--- config.mk ---
export PLATFORM = sky130hd
export DESIGN_NAME = miller_rabin_prime_test_32
export DESIGN_NICKNAME = d
export VERILOG_FILES = /design/src/mrpt_pkg.sv /design/src/mrpt_mulmod.sv /design/src/miller_rabin_prime_test_32.sv
export SDC_FILE = /design/constraint.sdc
export NUM_CORES = 2
export LEC_CHECK = 0
export BUFFER_PORTS_ARGS = -buffer_cell sky130_fd_sc_hd__buf_2
export CAP_MARGIN = 30
export CORE_MARGIN = 1
export CORE_UTILIZATION = 55
export DETAILED_ROUTE_END_ITERATION = 12
export GPL_ROUTABILITY_DRIVEN = 0
export MAX_ROUTING_LAYER = met4
export PLACE_DENSITY = 0.81
export SYNTH_ARGS = -nofsm -noshare
export SYNTH_HDL_FRONTEND = slang
export SYNTH_HIERARCHICAL = 1
export SYNTH_SLANG_ARGS = --single-unit
export TNS_END_PERCENT = 10
--- constraint.sdc ---
create_clock -name clk -period 7 [get_ports clk]
set_input_delay 0.7 -clock clk [delete_from_list [all_inputs] [get_ports clk]]
set_output_delay 0.7 -clock clk [all_outputs]
set_load 0.01 [all_outputs]
--- src/mrpt_pkg.sv ---
// ----------------------------------------------------------------------------
// mrpt_pkg
// Shared types and constants for the Miller-Rabin prime tester.
// ----------------------------------------------------------------------------
`default_nettype none

package mrpt_pkg;

	localparam int NUM_WIDTH = 32;
	localparam int PROD_WIDTH = 2 * NUM_WIDTH;
	localparam int CNT_WIDTH = $clog2(PROD_WIDTH + 1);

	typedef logic [NUM_WIDTH-1:0] num_t;

	// modular multiply request / status
	typedef struct packed {
		logic start;
		num_t x;
		num_t y;
		num_t m;
	} mm_req_t;

	typedef struct packed {
		logic busy;
		logic done;
		num_t r;
	} mm_rsp_t;

endpackage

`default_nettype wire

--- src/mrpt_mulmod.sv ---
// ----------------------------------------------------------------------------
// mrpt_mulmod
// Multi-cycle (x*y) mod m: one registered 32x32 product, then restoring
// reduction, one remainder bit per cycle.
// ----------------------------------------------------------------------------
`default_nettype none

module mrpt_mulmod
	import mrpt_pkg::*;
(
	input  wire logic    clk,
	input  wire logic    arst_n,
	input  mm_req_t      req,
	output mm_rsp_t      rsp
);

	typedef enum logic [2:0] {
		MM_IDLE = 3'b001,
		MM_MUL  = 3'b010,
		MM_RED  = 3'b100
	} mm_state_t;

	mm_state_t state_q;
	logic [PROD_WIDTH-1:0] prod_q;
	logic [NUM_WIDTH:0]    rem_q;
	num_t                  x_q, y_q, m_q;
	logic [CNT_WIDTH-1:0]  cnt_q;
	logic                  done_q;

	logic [NUM_WIDTH:0] shifted;
	logic [NUM_WIDTH:0] diff;

	assign shifted = {rem_q[NUM_WIDTH-1:0], prod_q[PROD_WIDTH-1]};
	assign diff = shifted - {1'b0, m_q};

	always_ff @(posedge clk or negedge arst_n) begin
		if (!arst_n) begin
			state_q <= MM_IDLE;
			done_q  <= 1'b0;
			cnt_q   <= '0;
		end else begin
			done_q <= 1'b0;
			unique case (state_q)
				MM_IDLE: begin
					if (req.start) begin
						state_q <= MM_MUL;
					end
				end
				MM_MUL: begin
					cnt_q   <= CNT_WIDTH'(PROD_WIDTH);
					state_q <= MM_RED;
				end
				MM_RED: begin
					cnt_q <= cnt_q - 1'b1;
					if (cnt_q == CNT_WIDTH'(1)) begin
						state_q <= MM_IDLE;
						done_q  <= 1'b1;
					end
				end
				default: state_q <= MM_IDLE;
			endcase
		end
	end

	always_ff @(posedge clk) begin
		if (state_q == MM_IDLE && req.start) begin
			x_q <= req.x;
			y_q <= req.y;
			m_q <= req.m;
		end
		if (state_q == MM_MUL) begin
			prod_q <= PROD_WIDTH'(x_q) * PROD_WIDTH'(y_q);
			rem_q  <= '0;
		end
		if (state_q == MM_RED) begin
			prod_q <= {prod_q[PROD_WIDTH-2:0], 1'b0};
			rem_q  <= diff[NUM_WIDTH] ? shifted : diff;
		end
	end

	assign rsp.busy = (state_q != MM_IDLE);
	assign rsp.done = done_q;
	assign rsp.r    = rem_q[NUM_WIDTH-1:0];

endmodule

`default_nettype wire

--- src/miller_rabin_prime_test_32.sv ---
// ----------------------------------------------------------------------------
// miller_rabin_prime_test_32
// Deterministic Miller-Rabin primality tester for 32-bit candidates.
// ----------------------------------------------------------------------------
// Usage:
//  - s_axis_*: one candidate per item in tdata. Accepted when tvalid and
//    tready are high; tready is high only while the sequencer is idle.
//  - m_axis_*: one prime flag item per candidate, held in an output register
//    until tready. The core may take the next candidate while a result waits;
//    it then holds its finished flag until the output register frees.
//  - Bases 2, 7 and 61 are tried in turn. Each base first finds n mod base
//    (one modular operation), splits n-1 into d*2^s (one shift per cycle),
//    runs square-and-multiply over the bits of d, then up to s squarings.
//  - Every modular operation goes through the single mulmod unit: issue, a
//    registered multiply, reduction over the 64 product bits, done.
//  - Work: at most 63 modular operations per base. A candidate with a
//    factor 2, 7 or 61 ends with the n mod base operation of the base that
//    finds it; 0, 1, 2, 7 and 61 skip the bases and go from the check
//    state to the output register.
//  - One candidate at a time: the next is taken once the sequencer is idle.
//  - Reset clears the sequencer and output valid; a stalled receiver holds
//    the result and, once the next flag is ready, keeps input tready low.
// ----------------------------------------------------------------------------
`default_nettype none

module miller_rabin_prime_test_32
	import mrpt_pkg::*;
(
	input  wire logic        clk,
	input  wire logic        arst_n,
	input  wire logic        s_axis_tvalid,
	output logic             s_axis_tready,
	input  wire logic [31:0] s_axis_tdata,   // [31:0] candidate
	output logic             m_axis_tvalid,
	input  wire logic        m_axis_tready,
	output logic [7:0]       m_axis_tdata    // [0] prime_flag, [7:1] zero
);

	typedef enum logic [10:0] {
		ST_IDLE  = 11'b00000000001,
		ST_CHECK = 11'b00000000010,
		ST_DIV   = 11'b00000000100,
		ST_DIVW  = 11'b00000001000,
		ST_SPLIT = 11'b00000010000,
		ST_PSTEP = 11'b00000100000,
		ST_PWAIT = 11'b00001000000,
		ST_SQ    = 11'b00010000000,
		ST_SQW   = 11'b00100000000,
		ST_NEXT  = 11'b01000000000,
		ST_OUT   = 11'b10000000000
	} state_t;

	localparam num_t BASE0 = NUM_WIDTH'(2);
	localparam num_t BASE1 = NUM_WIDTH'(7);
	localparam num_t BASE2 = NUM_WIDTH'(61);
	localparam int SW = $clog2(NUM_WIDTH + 1);

	state_t state_q;
	num_t n_q, d_q, acc_q, pw_q, x_q;
	logic [1:0] bidx_q;
	logic [SW-1:0] s_q, r_q;
	logic pmul_q;     // 1: acc*pw pending, 0: pw*pw pending
	logic flag_q;     // finished flag of the core
	logic out_flag_q;
	logic out_valid_q;

	mm_req_t mm_req;
	mm_rsp_t mm_rsp;

	mrpt_mulmod u_mulmod (
		.clk   (clk),
		.arst_n(arst_n),
		.req   (mm_req),
		.rsp   (mm_rsp)
	);

	num_t nm1;
	assign nm1 = n_q - 1'b1;

	num_t base_sel;
	always_comb begin
		unique case (bidx_q)
			2'd0:    base_sel = BASE0;
			2'd1:    base_sel = BASE1;
			default: base_sel = BASE2;
		endcase
	end

	// base passes: a^d == 1 before any squaring, or n-1 seen within s values
	logic more_sq;
	logic pass_now;
	assign more_sq  = (r_q < s_q);
	assign pass_now = (r_q == '0 && x_q == NUM_WIDTH'(1)) || (more_sq && x_q == nm1);

	logic out_load;
	assign out_load = (state_q == ST_OUT) && (!out_valid_q || m_axis_tready);

	always_comb begin
		mm_req = '0;
		mm_req.m = n_q;
		unique case (state_q)
			ST_DIV: begin
				// n * 1 mod base
				mm_req.start = 1'b1;
				mm_req.x = n_q;
				mm_req.y = NUM_WIDTH'(1);
				mm_req.m = base_sel;
			end
			ST_PSTEP: begin
				mm_req.start = 1'b1;
				mm_req.x = pmul_q ? acc_q : pw_q;
				mm_req.y = pw_q;
			end
			ST_SQ: begin
				mm_req.start = 1'b1;
				mm_req.x = x_q;
				mm_req.y = x_q;
			end
			default: ;
		endcase
	end

	always_ff @(posedge clk or negedge arst_n) begin
		if (!arst_n) begin
			state_q <= ST_IDLE;
			n_q     <= '0;
			d_q     <= '0;
			acc_q   <= '0;
			pw_q    <= '0;
			x_q     <= '0;
			bidx_q  <= '0;
			s_q     <= '0;
			r_q     <= '0;
			pmul_q  <= 1'b0;
			flag_q  <= 1'b0;
		end else begin
			unique case (state_q)
				ST_IDLE: begin
					if (s_axis_tvalid) begin
						n_q     <= s_axis_tdata[NUM_WIDTH-1:0];
						state_q <= ST_CHECK;
					end
				end
				ST_CHECK: begin
					priority if (n_q < NUM_WIDTH'(2)) begin
						flag_q  <= 1'b0;
						state_q <= ST_OUT;
					end else if (n_q == BASE0 || n_q == BASE1 || n_q == BASE2) begin
						flag_q  <= 1'b1;
						state_q <= ST_OUT;
					end else begin
						bidx_q  <= 2'd0;
						state_q <= ST_DIV;
					end
				end
				ST_DIV: begin
					state_q <= ST_DIVW;
				end
				ST_DIVW: begin
					if (mm_rsp.done) begin
						if (mm_rsp.r == '0) begin
							// divisible by the base and not equal to it
							flag_q  <= 1'b0;
							state_q <= ST_OUT;
						end else begin
							d_q     <= nm1;
							s_q     <= '0;
							state_q <= ST_SPLIT;
						end
					end
				end
				ST_SPLIT: begin
					// n is odd and above 2 here, so n-1 is even and nonzero
					if (!d_q[0]) begin
						d_q <= d_q >> 1;
						s_q <= s_q + 1'b1;
					end else begin
						acc_q   <= NUM_WIDTH'(1);
						pw_q    <= base_sel;
						pmul_q  <= 1'b1;
						state_q <= ST_PSTEP;
					end
				end
				ST_PSTEP: begin
					state_q <= ST_PWAIT;
				end
				ST_PWAIT: begin
					if (mm_rsp.done) begin
						if (pmul_q) begin
							if (d_q[NUM_WIDTH-1:1] == '0) begin
								// top bit of d: power done
								x_q     <= mm_rsp.r;
								r_q     <= '0;
								state_q <= ST_NEXT;
							end else begin
								acc_q   <= mm_rsp.r;
								pmul_q  <= 1'b0;
								state_q <= ST_PSTEP;
							end
						end else begin
							pw_q    <= mm_rsp.r;
							d_q     <= d_q >> 1;
							pmul_q  <= d_q[1];
							state_q <= ST_PSTEP;
						end
					end
				end
				ST_SQ: begin
					state_q <= ST_SQW;
				end
				ST_SQW: begin
					if (mm_rsp.done) begin
						x_q     <= mm_rsp.r;
						r_q     <= r_q + 1'b1;
						state_q <= ST_NEXT;
					end
				end
				ST_NEXT: begin
					priority if (pass_now) begin
						if (bidx_q == 2'd2) begin
							flag_q  <= 1'b1;
							state_q <= ST_OUT;
						end else begin
							bidx_q  <= bidx_q + 1'b1;
							state_q <= ST_DIV;
						end
					end else if (more_sq) begin
						state_q <= ST_SQ;
					end else begin
						flag_q  <= 1'b0;
						state_q <= ST_OUT;
					end
				end
				ST_OUT: begin
					if (out_load) begin
						state_q <= ST_IDLE;
					end
				end
				default: state_q <= ST_IDLE;
			endcase
		end
	end

	// output register
	always_ff @(posedge clk or negedge arst_n) begin
		if (!arst_n) begin
			out_valid_q <= 1'b0;
			out_flag_q  <= 1'b0;
		end else if (out_load) begin
			out_valid_q <= 1'b1;
			out_flag_q  <= flag_q;
		end else if (m_axis_tready) begin
			out_valid_q <= 1'b0;
		end
	end

	assign s_axis_tready = (state_q == ST_IDLE);
	assign m_axis_tvalid = out_valid_q;
	assign m_axis_tdata  = {7'd0, out_flag_q};

	a_out_hold: assert property (@(posedge clk) disable iff (!arst_n)
		m_axis_tvalid && !m_axis_tready |=> m_axis_tvalid && $stable(m_axis_tdata));

	a_pad_zero: assert property (@(posedge clk) disable iff (!arst_n)
		m_axis_tdata[7:1] == 7'd0);

	a_start_idle: assert property (@(posedge clk) disable iff (!arst_n)
		mm_req.start |-> !mm_rsp.busy);

	a_state_onehot: assert property (@(posedge clk) disable iff (!arst_n)
		$onehot(state_q));

endmodule

`default_nettype wire

==> flow_summary.toml <==
[outcome]
violations = "negative setup slack"
status = "finished with violations"

[setup_path]
timing.rr.end = "u_mulmod/prod_q[61]"
crit_top_cell = "fa_1"
critical-path-max-stage-delay_ns = 0.57
reg2regPathDepth = 25
reg2reg_slack_ns = -0.50
cpMaxStageDelayCell = "fa_1"
start_kind = "register"
cp.arrival_ns = 7.94
timing_worst_setup_path_type = "reg2reg"
crit_path_end_kind = "register"
r2r_start = "u_mulmod/x_q[28]"
required_ns = 7.44
critPathMaxFanout = 23

[worst_hold_path]
holdCritPathClass = "in2async"

[clocking]
clk_latency_ns = 0.61
clock_path_buffers = 3
ctsHoldBuffers = 0
cts-root-buf = "clkbuf_16"
path_clk_slew_ns = 0.06
clkSinkCount = 392
cts_max_level = 2
cts_tree = "done"
cts_made_buffers = 44

[yosys]
yosysMostFrequentCell = "inv_1"
synth-seq-cells = 392
synth_area_sq_um = 53600
synthDominantCellAreaShare = 0.335
ys_seq_area_frac = 0.201
avgSynthCellArea_sq_um = 9.54
synth_cell_types = 98
async_flop_share = 0.510
synth_top_area_cell = "fa_1"
synth_flop_cell = "dfrtp_1"
synth_commonest_cells = "inv_1, fa_1, nand2_1, and2_1, clkbuf_1"
synthCells = 5623
synthTopCellsByArea = "fa_1, edfxtp_1, dfrtp_1"
synth-edff-count = 191
yosysWarnings = 6

[timing]
skew_ns = 0.0549
fin_crit_ns = 7.50
fin_crit_sh = 1.07
drv_slew = 0
final_hold_viol_count = 0
rsz0062_at_grt = "yes"
layout_setup_ws_ns = -0.501
fmax_ghz = 0.133
worstMarginPinSlew_ns = 1.01
max_slew_margin = 0.319
final-setup-viol-count = 37

[floorplan]
die_area_sq_um = 98700
ioPinCount = 46
coreArea_sq_um = 96600
initial_core_util = 0.555
row_count = 114
die_h_microns = 314
die_w_microns = 314

[routing]
wl_per_cell_microns = 20.6
drcViolationCount = 0
drt_wl_total_microns = 146000
drt_first_pass_iters = 6
via_count = 41400
viasPerCell = 5.86
drt.antenna.violating_nets = 0
detail_route.iter0.violations = 3987

[final_layout]
post-route-util = 0.620
fin_cells = 7070
fill_cells = 7373
areaGrowthSynthToFinish_pct = 11.7
fin_nets = 7000
final_area_sq_um = 59900
drive_gt1_frac = 0.118

[placed_design]
place_inst = 6967
dpl_cell_area_sq_um = 57700
io_buffers = 38
dpl.hpwl_microns = 114000

[global_route]
antenna_found_initial = 6
grt_pass1_vias = 43800
grt_max_degree = 74
grt.overflow.total = 0
track_usage = 0.311
grt_first_pass_wirelength_microns = 235000

[job]
cap_violations = 0
[layout make-up]
type / instances / area [sq um] / share of cell area
Antenna cell: 6 / 15.0 / 0.000251
Clock buffer: 65 / 1330 / 0.0221
Clock inverter: 15 / 125 / 0.00209
Inverter: 915 / 3440 / 0.0574
Multi-Input combinational cell: 3971 / 38600 / 0.645
Sequential cell: 392 / 10800 / 0.180
Tap cell: 1276 / 1600 / 0.0267
Timing Repair Buffer: 430 / 4000 / 0.0668
[stage by stage]
stage	hold WS [ns]	worst slack (ns)	TNS [ns]
after global placement	0.456	-0.483	-9.38
final	0.0795	-0.501	-10.09
after CTS	0.0785	-0.453	-8.93
after global routing	0.109	-0.718	-17.88
after detailed placement	0.463	-0.562	-13.02
after floorplan	0.404	-0.00725	-0.00725
[worst max-delay path by stage]
stage,to,from,cells past startpoint
floorplan,u_mulmod/prod_q[61],u_mulmod/y_q[8],25
global placement,u_mulmod/prod_q[57],u_mulmod/x_q[28],22
detailed placement,u_mulmod/prod_q[58],u_mulmod/y_q[5],26
CTS,u_mulmod/prod_q[58],u_mulmod/x_q[11],26
global route,u_mulmod/prod_q[61],u_mulmod/x_q[28],25
finish,u_mulmod/prod_q[61],u_mulmod/x_q[28],25
[logic make-up after synthesis]
family / synth area share
multiplexers: 0.0179
flip-flops: 0.201
AND/OR/NAND/NOR: 0.173
adder cells (fa/ha/maj): 0.408
AO/OA/AOI/OAI: 0.0859
other: 0.0000699
buffers and inverters: 0.0899
XOR/XNOR: 0.0243
[flip-flops by register name (all words and copies together), names as in the netlist]
signal            count
u_mulmod/prod_q      64
acc_q                32
d_q                  32
n_q                  32
pw_q                 32
u_mulmod/m_q         32
u_mulmod/rem_q       32
u_mulmod/x_q         32
u_mulmod/y_q         32
x_q                  32
state_q              11
u_mulmod/cnt_q        7
r_q                   6
s_q                   6
u_mulmod/state_q      3
bidx_q                2
flag_q                1
m_axis_tvalid         1
out_flag_q            1
pmul_q                1
u_mulmod/done_q       1
[metal layers]
metal / global-route usage / part of all wire / vias to the layer above
li1: - / - / 18000
met1: 0.401 / 0.39 / 20800
met2: 0.491 / 0.47 / 2141
met3: 0.0585 / 0.10 / 453
met4: 0.114 / 0.039 / 0
met5: - / 0 / -
[critical path: cells and delay by family, from the launching register on]
family | cells | cell delay (ns)
and+or+nand+nor | 3 | 0.53
AOI/OAI and AO/OA | 8 | 1.53
DFF | 1 | 0.48
adders and majority gates | 9 | 4.17
buffers and inverters | 5 | 0.62
[placed cells by master, fill, tap and decap left out, types with 16 or more instances in the layout]
cell type / n
inv_1: 911
fa_1: 884
nand2_1: 754
and2_1: 618
buf_4: 320
ha_1: 296
dfrtp_1: 197
edfxtp_1: 191
o21ai_0: 166
nor2_1: 150
a21oi_1: 132
xnor2_1: 77
a22o_1: 72
mux2i_1: 63
buf_12: 63
a22oi_1: 54
xor2_1: 53
a21o_1: 51
clkbuf_16: 48
nand3_1: 43
nor4_1: 41
buf_2: 37
mux2_2: 29
nor3_1: 27
nand4_1: 26
and3_1: 26
o21ai_1: 26
or3_1: 20
a21oi_2: 18
or4_1: 16
nor2b_1: 16
o21a_1: 16
o31ai_1: 16
[timing repair]
action                                  in CTS  in global routing
pin swaps                                   26                 17
resized for setup                           61                 49
cloned                                       1                  0
buffers inserted                            10                  5
endpoints found under the setup margin      40                 42
Power is not shown: default switching activity piles up to over one toggle a cycle in this logic, so the estimate is an artifact.
